==> src/hdl/binary_bitmap_match_score_core_assert.svh <==
// Assertion macros for the bitmap match score RTL.
// Needs nothing else; included by the files that check their own logic.
`ifndef BINARY_BITMAP_MATCH_SCORE_CORE_ASSERT_SVH
`define BINARY_BITMAP_MATCH_SCORE_CORE_ASSERT_SVH

// Same-cycle implication, quiet during reset
`define BBMS_ASSERT_IMPLY(label, clk, rst, ante, cons) \
   label: assert property (@(posedge clk) disable iff (rst) (ante) |-> (cons)) \
      else $error("bbms: implication check failed");

// Next-cycle implication, quiet during reset
`define BBMS_ASSERT_NEXT(label, clk, rst, ante, cons) \
   label: assert property (@(posedge clk) disable iff (rst) (ante) |=> (cons)) \
      else $error("bbms: next-cycle check failed");

`endif

==> src/hdl/bbms_divider.sv <==
// Restoring divider, one quotient bit per cycle, for the score.
// Depends on nothing; used by the top level.
`default_nettype none

module bbms_divider #(
   parameter int NW = 30,
   parameter int DW = 13
) (
   input  wire logic          clock,
   input  wire logic          reset,
   input  wire logic          start,
   input  wire logic [NW-1:0] numerator,
   input  wire logic [DW-1:0] divisor,
   output logic               done_ff,
   output logic [NW-1:0]      quot_ff
);

   localparam int CW = $clog2(NW + 1);

   logic          busy_ff;
   logic [CW-1:0] count_ff;
   logic [DW-1:0] rem_ff;
   logic [DW-1:0] div_ff;
   logic [DW:0]   trial;
   logic          take;

   // Bring down the next numerator bit and test against the divisor
   assign trial = {rem_ff, quot_ff[NW-1]};
   assign take  = (trial >= {1'b0, div_ff});

   // Control
   always_ff @(posedge clock) begin
      if (reset) begin
         busy_ff  <= 1'b0;
         done_ff  <= 1'b0;
         count_ff <= '0;
      end else begin
         done_ff <= 1'b0;
         if (start) begin
            busy_ff  <= 1'b1;
            count_ff <= '0;
         end else if (busy_ff) begin
            count_ff <= count_ff + 1'b1;
            if (int'(count_ff) == NW - 1) begin
               busy_ff <= 1'b0;
               done_ff <= 1'b1;
            end
         end
      end
   end

   // Datapath: numerator shifts out as quotient bits shift in
   always_ff @(posedge clock) begin
      if (start) begin
         quot_ff <= numerator;
         rem_ff  <= '0;
         div_ff  <= divisor;
      end else if (busy_ff) begin
         quot_ff <= {quot_ff[NW-2:0], take};
         rem_ff  <= take ? DW'(trial - {1'b0, div_ff}) : DW'(trial);
      end
   end

endmodule

`default_nettype wire

==> config.mk <==
export PLATFORM = sky130hd
export DESIGN_NAME = bbms_divider
export DESIGN_NICKNAME = d
export VERILOG_FILES = /design/src/hdl/binary_bitmap_match_score_core_assert.svh /design/src/hdl/bbms_divider.sv
export SDC_FILE = /design/constraint.sdc
export NUM_CORES = 1
export LEC_CHECK = 0
export BUFFER_PORTS_ARGS = -buffer_cell sky130_fd_sc_hd__buf_2
export CAP_MARGIN = 20
export CELL_PAD_IN_SITES_DETAIL_PLACEMENT = 1
export CELL_PAD_IN_SITES_GLOBAL_PLACEMENT = 1
export CORE_UTILIZATION = 42
export CTS_CLUSTER_SIZE = 25
export DETAILED_ROUTE_END_ITERATION = 7
export HOLD_SLACK_MARGIN = 0.1
export MAX_ROUTING_LAYER = met4
export PLACE_DENSITY_LB_ADDON = 0.1
export SYNTH_ARGS = -nofsm -noshare
export SYNTH_HDL_FRONTEND = slang
export SYNTH_SLANG_ARGS = --single-unit
==> constraint.sdc <==
create_clock -name clock -period 3.3 [get_ports clock]
set_input_delay 0.495 -clock clock [delete_from_list [all_inputs] [get_ports clock]]
set_output_delay 0.495 -clock clock [all_outputs]
set_load 0.02 [all_outputs]
==> flow_summary_export.csv, run 1 <==
group,metric,value,unit
synthesis,ys_seq_area_frac,0.521,
route,via_per_inst,5.22,
min_path,min_to,"div_ff[12]$_DFFE_PP_",
placed_design,pre_cts_ws,641,ps
timing,setup_violations,0,
power,combinationalPowerShare,0.218,
power,p_seq_frac,0.445,
route,via_count,2381,
setup_path,cp_slowest_cell,"edfxtp_1",
synthesis,synthArstFlopShare,0,
route,wire_per_inst,15.5,um
clock_network,post_cts_buffers,0,
placed_design,dpl.hpwl,5120,um
die,rows,31,
timing,fin_crit,2680,ps
timing,hold_viol,0,
power,p_per_area,555,mW/mm^2
power,total_leakage_power,0.00165,uW
cells_and_area,fin_area,0.00393,mm^2
clock_network,htreeDepth,3,
route,drt_pass1_iterations,4,
min_path,hp-class,"in2reg",
synthesis,syn_avg_cell_area,11.8,um^2
timing,fin_ws,621,ps
setup_path,worstSetupPathType,"reg2reg",
clock_network,holdBufCountCts,0,
min_path,holdPathStages,1,
clock_network,clkSinkCount,63,
clock_network,cts_tree,"done",
power,internal-power,1550,uW
timing,slew_headroom,0.514,
route,routed_wl,7050,um
die,die_area,0.00809,mm^2
global_routing,grt_pass1_vias,2509,
power,ir_worst_vdd,0.287,mV
power,pwr-share-clk,0.337,
synthesis,yosysWarnings,0,
setup_path,cp_cell_sequence,"inv_1 > ha_1 > inv_1 > fa_1 > a21o_1 > a221oi_2 > a211o_1 > nand2_2 > mux2_2",
die,floorplan.initialDensity,0.441,
placed_design,io_buffers,76,
die,core_area,0.00737,mm^2
setup_path,crit_buf_inv,2,
clock_network,cts_buffers,9,
timing,fmax,373,MHz
cells_and_area,layout_commonest_cell,"buf_2",
global_routing,grt_pass1_wl,12100,um
synthesis,synth-seq-cells,63,
synthesis,synth_cell_types,44,
global_routing,antenna_found_initial,0,
setup_path,crit_path_max_incr_delay,400,ps
cells_and_area,layout_common_cells,"buf_2 (76), edfxtp_1 (43), mux2_2 (30)",
timing,final.period_utilization,0.812,
synthesis,syn_nets,337,
synthesis,synth_edf_count,43,
route,drt_iter0_markers,71,
cells_and_area,multi_input_area,0.00143,mm^2
route,ant_nets,0,
flow_run,cap_violations,0,
setup_path,rr_endpoint,"quot_ff[0]$_DFFE_PP_",
die,die_h,89.9,um
min_path,hp-start,"divisor[12]",
die,chipWidth,89.9,um
global_routing,gr-total-overflow,0,
setup_path,reg2reg_from,"quot_ff[29]$_DFFE_PP_",
cells_and_area,finish.net_count,414,
clock_network,postCtsResizedCells,0,
timing,rsz0062_at_grt,"false",
timing,whs,318,ps
synthesis,synthFlopType,"edfxtp_1",
power,p_sw_frac,0.290,
clock_network,clock_latency,350,ps
placed_design,gp_congestion,0.763,
clock_network,clk_pin_slew,70,ps
die,pin_count,77,
cells_and_area,nFillCells,834,
cells_and_area,regArea,0.00169,mm^2
setup_path,r2r_setup_slack,620,ps
cells_and_area,diodes,0,
timing,finalMaxSlewViolations,0,
cells_and_area,area_delta_synth_final,20.9,%
power,power_switching,632,uW
global_routing,track_usage,0.199,
timing,tightest_slew,729,ps
setup_path,crit_path_start_kind,"flop",
setup_path,arrival,2780,ps
cells_and_area,final_layout_size_suffix_gt1_frac,0.389,
synthesis,syn_inst,275,
setup_path,cp.required,3400,ps
global_routing,grt_max_degree,58,
setup_path,cp_top_family,"compound AO/OA/AOI/OAI gates",
setup_path,endpoint_kind,"flop",
placed_design,place_area,0.00371,mm^2
setup_path,cp_common_cell,"inv_1",
clock_network,cts_root_buffer,"clkbuf_8",
synthesis,syn_area,0.00325,mm^2
setup_path,cp_max_fo,14,
status,status,"complete, no violations",
timing,finalClockSkew,7.36,ps
route,drc_errors,0,
timing,fin_setup_tns,0,ps
clock_network,cts-root-to-sink-buffers,2,
setup_path,r2r.worst_path.cells,9,
-- worst register-to-register path: cells and delay by family, from the launching register on --
family / cells / cell delay (ps)
multiplexers: 1 / 320
buffers and inverters: 2 / 150
adder cells (fa/ha/maj): 2 / 570
flip-flops: 1 / 400
AND/OR/NAND/NOR: 1 / 180
AO/OA/AOI/OAI: 3 / 820
-- sequential cells by signal (all words and copies together) (netlist names) --
name and cells:
div_ff 13, quot_ff 30, rem_ff 13, count_ff 5, busy_ff 1, done_ff 1
-- logic make-up after synthesis --
family	Yosys count	synth area share
AOI/OAI and AO/OA	49	0.131
xor gates and xnor gates	11	0.0297
adders and majority gates	16	0.0639
buffers and inverters	31	0.0393
DFF	63	0.521
muxes	32	0.110
and+or+nand+nor	73	0.105
-- per-layer routing --
| layer | share of wire | wire length [um] | global-route usage |
|---|---|---|---|
| met1 | 0.46 | 3270 | 0.248 |
| met2 | 0.47 | 3330 | 0.310 |
| met3 | 0.047 | 330 | 0.0474 |
| met4 | 0.017 | 121 | 0.0860 |
| met5 | 0 | 0 | - |
-- cell type report --
type	count	area share
Multi-Input combinational cell	181	0.364
Tap cell	99	0.0315
Inverter	18	0.0172
Sequential cell	63	0.431
Clock inverter	6	0.0214
Timing Repair Buffer	79	0.103
Clock buffer	10	0.0325
-- per-stage QoR --
step                power (uW)  utilization  instances
CTS                       2210        0.533        456
detailed placement        1460        0.504        440
global route              2290        0.533        456
finish                    2180        0.533        456
global placement          1450        0.504        440
floorplan                 1330            -        275
-- power groups by stage --
stage / registers, uW / clock network, uW / logic [uW]
2_1_floorplan: 1030 / 0 / 296
3_3_place_gp: 985 / 0 / 465
3_5_place_dp: 987 / 0 / 476
4_1_cts: 971 / 754 / 481
5_1_grt: 982 / 782 / 525
6_report: 970 / 733 / 475
-- Yosys cell counts, types with 2 or more instances --
master,count,area share
nor2_1,20,0.023
clkbuf_1,6,0.0069
dfxtp_1,20,0.12
a211oi_1,3,0.0069
a311oi_2,10,0.046
buf_1,5,0.0058
xnor2_1,4,0.011
o31ai_1,3,0.0069
a211o_1,2,0.0054
xor2_1,7,0.019
nand2b_1,3,0.0058
a21oi_1,9,0.014
ha_1,15,0.058
nand4_1,5,0.0096
mux2_2,30,0.10
nand3_1,4,0.0062
nor2b_1,3,0.0058
o211ai_1,2,0.0046
o21ai_0,4,0.0062
a311oi_1,2,0.0054
nand2_1,28,0.032
a31oi_1,2,0.0039
inv_1,18,0.021
edfxtp_1,43,0.40
o21a_1,3,0.0069
a21o_1,4,0.0092
or2_2,2,0.0039
mux2i_1,2,0.0062
-- worst max path at each step --
| stage | startpoint | to | cells after the start |
|---|---|---|---|
| 2_1_floorplan | quot_ff[29]$_DFFE_PP_ | quot_ff[0]$_DFFE_PP_ | 10 |
| 6_report | quot_ff[29]$_DFFE_PP_ | quot_ff[0]$_DFFE_PP_ | 9 |
| 5_1_grt | quot_ff[29]$_DFFE_PP_ | quot_ff[0]$_DFFE_PP_ | 9 |
| 4_1_cts | quot_ff[29]$_DFFE_PP_ | quot_ff[0]$_DFFE_PP_ | 9 |
| 3_5_place_dp | quot_ff[29]$_DFFE_PP_ | quot_ff[0]$_DFFE_PP_ | 9 |
| 3_3_place_gp | quot_ff[29]$_DFFE_PP_ | quot_ff[0]$_DFFE_PP_ | 9 |
Note: power is estimated with default switching activity, not from simulation.
==> inputs of run 2 (changes only) <==
Settings changed: ABC_AREA set to 1, CORE_UTILIZATION 42 to 40.
Clock period 3.3 ns to 2.77 ns, I/O delays scaled along.
==> run 2 against run 1 <==
Synthesized cell count is 62% higher; clock power is 17% higher; count of clock-buffer cells in the layout is 1 higher; sequential power is 15% higher.
==> flow_summary_export.csv, run 2 <==
group,metric,value,unit
status,status,"complete, no violations",
route,ant_nets,0,
timing,fin_ws,339,ps
synthesis,synth-seq-cells,63,
min_path,hp-class,"in2reg",
clock_network,clock_latency,340,ps
route,drc_errors,0,
timing,hold_viol,0,
synthesis,synth_fa_ha_area_frac,0.0583,
cells_and_area,diodes,0,
power,ir_worst_vdd,0.295,mV
global_routing,grt_pass1_wl,14900,um
cells_and_area,largest_reg_flops,30,
synthesis,synthFlopType,"edfxtp_1",
cells_and_area,utilization,0.489,
min_path,hp-start,"reset",
route,wire_per_inst,14.3,um
cells_and_area,finish.net_count,586,
synthesis,synthTopCellsByArea,"edfxtp_1 (36%), nand2_1 (19%), dfxtp_1 (11%)",
cells_and_area,area_delta_synth_final,19.2,%
clock_network,clk_pin_slew,70,ps
die,floorplan.initialDensity,0.411,
clock_network,htreeDepth,3,
route,via_per_inst,4.92,
cells_and_area,final_layout_size_suffix_gt1_frac,0.231,
global_routing,grt_pass1_vias,3148,
power,p_sw_frac,0.271,
global_routing,grt_max_degree,43,
synthesis,synth_top_family_by_area,"simple AND/OR/NAND/NOR gates",
timing,whs,233,ps
synthesis,yosysWarnings,0,
clock_network,holdBufCountCts,0,
setup_path,cp.required,2860,ps
synthesis,syn_inst,445,
timing,rsz0062_at_grt,"false",
min_path,holdPathStages,2,
synthesis,synthMuxAreaShare,0,
power,internal-power,1710,uW
synthesis,yosys.area.top_type,"edfxtp_1",
setup_path,cp_max_fo,15,
setup_path,r2r.worst_path.cells,12,
synthesis,synth_top_area_frac,0.362,
flow_run,cap_violations,0,
timing,slew_headroom,0.364,
synthesis,syn_nets,507,
die,die_area,0.00929,mm^2
setup_path,reg2reg_from,"quot_ff[29]$_DFFE_PP_",
synthesis,ys_seq_area_frac,0.475,
die,die_h,96.4,um
synthesis,ys_top_cells_by_count,"nand2_1 (177), inv_1 (66), edfxtp_1 (43)",
die,pin_count,77,
timing,tightest_slew,953,ps
synthesis,synth_edf_count,43,
synthesis,synthXorXnorAreaFrac,0.0123,
global_routing,track_usage,0.221,
route,via_count,3133,
synthesis,yosysMostFrequentCell,"nand2_1",
placed_design,pre_cts_ws,349,ps
die,chipWidth,96.4,um
setup_path,r2r_setup_slack,340,ps
timing,finalClockSkew,8.91,ps
cells_and_area,reg.largest.list,"quot_ff (30), div_ff (13), rem_ff (13)",
clock_network,cts_tree,"done",
power,power_switching,636,uW
synthesis,synth_cell_types,30,
timing,fin_crit,2430,ps
power,combinationalPowerShare,0.156,
min_path,min_to,"busy_ff$_SDFF_PP0_",
power,pwr-share-clk,0.366,
power,total_leakage_power,0.00219,uW
timing,fmax,411,MHz
clock_network,cts_buffers,9,
route,drt_pass1_iterations,4,
synthesis,syn_area,0.00356,mm^2
synthesis,synth-simple-area-share,0.331,
clock_network,post_cts_buffers,0,
timing,fin_setup_tns,0,ps
cells_and_area,layout_commonest_cell,"nand2_1",
placed_design,io_buffers,76,
setup_path,rr_endpoint,"quot_ff[0]$_DFFE_PP_",
timing,setup_violations,0,
timing,final.period_utilization,0.878,
power,p_seq_frac,0.478,
setup_path,arrival,2530,ps
clock_network,cts_root_buffer,"clkbuf_8",
synthesis,synth_compound_area_frac,0.0277,
synthesis,syn_avg_cell_area,8.01,um^2
synthesis,synthArstFlopShare,0,
global_routing,gr-total-overflow,0,
clock_network,postCtsResizedCells,0,
placed_design,dpl.hpwl,6920,um
route,routed_wl,9090,um
placed_design,gp_congestion,0.861,
setup_path,crit_path_start_kind,"flop",
global_routing,antenna_found_initial,0,
setup_path,endpoint_kind,"flop",
die,rows,34,
cells_and_area,layout_common_cells,"nand2_1 (177), buf_2 (76), inv_1 (66)",
setup_path,worstSetupPathType,"reg2reg",
power,p_per_area,552,mW/mm^2
clock_network,clkSinkCount,63,
clock_network,cts-root-to-sink-buffers,2,
timing,finalMaxSlewViolations,0,
route,drt_iter0_markers,107,
cells_and_area,largest-register,"quot_ff",
die,core_area,0.00868,mm^2
## run 2: cell type report
cell class,count,area [um^2]
sequential,63,1690
timing repair buffer,82,425
tap,108,135
clock buffer,11,131
clock inverter,5,72.6
fill,1128,4430
inverter,69,259
multi-input combinational,299,1530
## run 2: metal layers
metal	up-vias	global-route usage	share of wire
met5	-	-	0
met4	0	0.0760	0.013
met3	12	0.0407	0.037
met2	61	0.364	0.48
met1	1485	0.273	0.47
li1	1575	-	-
## run 2: power groups by stage
stage	clock [uW]	sequential [uW]	combinational, uW
after floorplan	0	1190	177
after global placement	0	1140	364
after detailed placement	0	1140	371
after CTS	876	1120	372
after global routing	905	1130	408
final	858	1120	367
## run 2: worst max-delay path by stage
stage / from / to / depth (start not counted)
final: quot_ff[29]$_DFFE_PP_ / quot_ff[0]$_DFFE_PP_ / 12
after global routing: quot_ff[29]$_DFFE_PP_ / quot_ff[0]$_DFFE_PP_ / 12
after CTS: quot_ff[29]$_DFFE_PP_ / quot_ff[0]$_DFFE_PP_ / 12
after detailed placement: quot_ff[29]$_DFFE_PP_ / quot_ff[0]$_DFFE_PP_ / 12
after global placement: quot_ff[29]$_DFFE_PP_ / quot_ff[0]$_DFFE_PP_ / 12
after floorplan: quot_ff[29]$_DFFE_PP_ / quot_ff[0]$_DFFE_PP_ / 13
## run 2: metrics by stage
step                      instance area, um^2  std cells  total power (uW)
after detailed placement                 4040        621              1510
after floorplan                          3560        445              1370
after CTS                                4250        637              2370
after global placement                   4040        621              1500
after global routing                     4250        637              2440
final                                    4250        637              2340
## run 2: cell families (layout without fill, tap and decap cells)
group / Yosys count / in the layout
buf+inv: 83 / 167
simple gates: 262 / 262
fa+ha+maj: 16 / 16
flops: 63 / 63
compound gates: 16 / 16
xor+xnor: 5 / 5
## run 2: critical path: stages (launching register included)
cell and delay (ps):
edfxtp_1 390, inv_1 100, ha_1 150, inv_1 70, fa_1 450, nand2_1 100
nand2_1 50, nand3_1 70, nand2_1 100, nand2_2 250, nand3_4 260, nand2_1 130
nand2_1 70
==> inputs of run 3 (changes only) <==
Settings changed: ABC_AREA 1 to unset, CORE_ASPECT_RATIO set to 0.5, CORE_UTILIZATION 40 to 42.
==> run 3 against run 2 <==
Clock skew shrank 1.0 ps; combinational power increased by 59%; highest routed layer unchanged; via count shrank 23%; largest power group unchanged; sequential share of layout area up 2.2 points; critical path type unchanged; power up 20%; utilization grew 5.4 points.
==> flow_summary_export.csv, run 3 (synthesis gave the netlist of run 1 again) <==
group,metric,value,unit
status,status,"complete, no violations",
placed_design,dpl.hpwl,5500,um
clock_network,postCtsResizedCells,0,
setup_path,arrival,2730,ps
placed_design,gp_congestion,0.836,
power,pwr-share-clk,0.382,
route,ant_nets,0,
setup_path,cp_cell_sequence,"inv_1 > ha_1 > inv_1 > fa_1 > a21o_1 > a221oi_2 > a211o_1 > and2_4 > nand2_1 > a311oi_1",
die,die_h,64.2,um
setup_path,crit_path_start_kind,"flop",
cells_and_area,final_layout_size_suffix_gt1_frac,0.389,
setup_path,r2r_setup_slack,270,ps
die,die_area,0.00811,mm^2
setup_path,cp_max_fo,12,
timing,whs,259,ps
route,wire_per_inst,16.5,um
global_routing,grt_pass1_wl,12900,um
setup_path,cp_slowest_cell,"edfxtp_1",
clock_network,cts_buffers,9,
power,total_leakage_power,0.00169,uW
cells_and_area,area_delta_synth_final,23.8,%
global_routing,gr-total-overflow,0,
die,rows,22,
power,combinationalPowerShare,0.207,
global_routing,grt_pass1_vias,2641,
global_routing,antenna_found_initial,1,
route,routed_wl,7530,um
power,p_sw_frac,0.276,
clock_network,holdBufCountCts,0,
setup_path,cp_common_cell,"inv_1",
timing,rsz0062_at_grt,"false",
timing,final.period_utilization,0.903,
die,pin_count,77,
route,via_per_inst,5.28,
cells_and_area,largest-register,"quot_ff",
die,chipWidth,126,um
min_path,hp-class,"in2reg",
timing,finalClockSkew,7.90,ps
cells_and_area,layout_common_cells,"buf_2 (76), edfxtp_1 (43), mux2_2 (30)",
power,fin_total_pwr,2820,uW
route,via_count,2415,
route,drt_pass1_iterations,4,
die,core_area,0.00740,mm^2
route,drc_errors,0,
power,p_per_area,700,mW/mm^2
power,power_switching,778,uW
placed_design,io_buffers,76,
cells_and_area,utilization,0.543,
global_routing,track_usage,0.214,
timing,finalMaxSlewViolations,0,
clock_network,clk_pin_slew,50,ps
power,internal-power,2040,uW
timing,hold_viol,0,
setup_path,endpoint_kind,"flop",
cells_and_area,layout_commonest_cell,"buf_2",
clock_network,cts_root_buffer,"clkbuf_16",
route,drt_iter0_markers,86,
timing,tightest_slew,427,ps
cells_and_area,reg.largest.list,"quot_ff (30), div_ff (13), rem_ff (13)",
timing,fmax,400,MHz
global_routing,grt_max_degree,36,
timing,fin_setup_tns,0,ps
clock_network,clkSinkCount,63,
flow_run,cap_violations,0,
power,p_seq_frac,0.411,
timing,fin_ws,268,ps
power,ir_worst_vdd,0.367,mV
timing,fin_crit,2500,ps
timing,setup_violations,0,
cells_and_area,largest_reg_flops,30,
setup_path,crit_path_max_incr_delay,420,ps
clock_network,clock_latency,330,ps
setup_path,cp.required,3000,ps
clock_network,post_cts_buffers,0,
cells_and_area,finish.net_count,417,
clock_network,cts_tree,"done",
placed_design,pre_cts_ws,281,ps
die,floorplan.initialDensity,0.439,
clock_network,cts-root-to-sink-buffers,2,
timing,slew_headroom,0.715,
setup_path,worstSetupPathType,"reg2reg",
clock_network,htreeDepth,3,
-- run 3: changes by cell type in the layout (fill, tap and decap cells not counted), moves of 5 or more --
cell,change
nand3_1,-21
inv_1,-48
nand2_2,-7
nand4_1,-14
nor2_1,+5
xor2_1,+5
clkbuf_16,+9
mux2_2,+30
clkbuf_8,-9
a311oi_2,+10
nand3_2,-8
nand2_1,-149
-- run 3: critical path, delay by kind of cell, from the launching register on --
kind / cells / cell delay [ps]
buf+inv: 2 / 140
compound gates: 4 / 960
simple gates: 2 / 310
fa+ha+maj: 2 / 560
flops: 1 / 420
-- run 3: final timing paths --
| kind | startpoint | to | cells after the start |
|---|---|---|---|
| setup / recovery | quot_ff[29]$_DFFE_PP_ | rem_ff[0]$_SDFFE_PP0P_ | 10 |
| hold / removal | divisor[2] | div_ff[2]$_DFFE_PP_ | 1 |
| setup reg to reg | quot_ff[29]$_DFFE_PP_ | rem_ff[0]$_SDFFE_PP0P_ | 10 |
| hold reg to reg | rem_ff[12]$_SDFFE_PP0P_ | rem_ff[12]$_SDFFE_PP0P_ | 2 |
-- run 3: through the flow --
step | std cells | area (um^2)
floorplan | 275 | 3250
global placement | 440 | 3730
detailed placement | 440 | 3730
CTS | 456 | 4020
global route | 457 | 4020
finish | 457 | 4020
-- run 3: power by group through the flow --
stage	sequential [uW]	combinational (uW)	clock (uW)
2_1_floorplan	1230	353	0
5_1_grt	1170	645	1140
3_5_place_dp	1170	584	0
6_report	1160	584	1070
3_3_place_gp	1170	567	0
4_1_cts	1160	590	1100
-- run 3: layer usage --
layer | vias to the layer above | share of wire | global-route usage
met5 | - | 0 | -
met4 | 0 | 0.011 | 0.0678
met3 | 7 | 0.062 | 0.0737
met2 | 58 | 0.47 | 0.360
met1 | 1170 | 0.45 | 0.242
li1 | 1180 | - | -
-- run 3: area by class of cell --
type                            count  area (um^2)
Clock inverter                      5         51.3
Clock buffer                       11          233
Tap cell                           96          120
Inverter                           18         67.6
Fill cell                         815         3380
Timing Repair Buffer               82          425
Multi-Input combinational cell    181         1430
Sequential cell                    63         1690
Antenna cell                        1         2.50
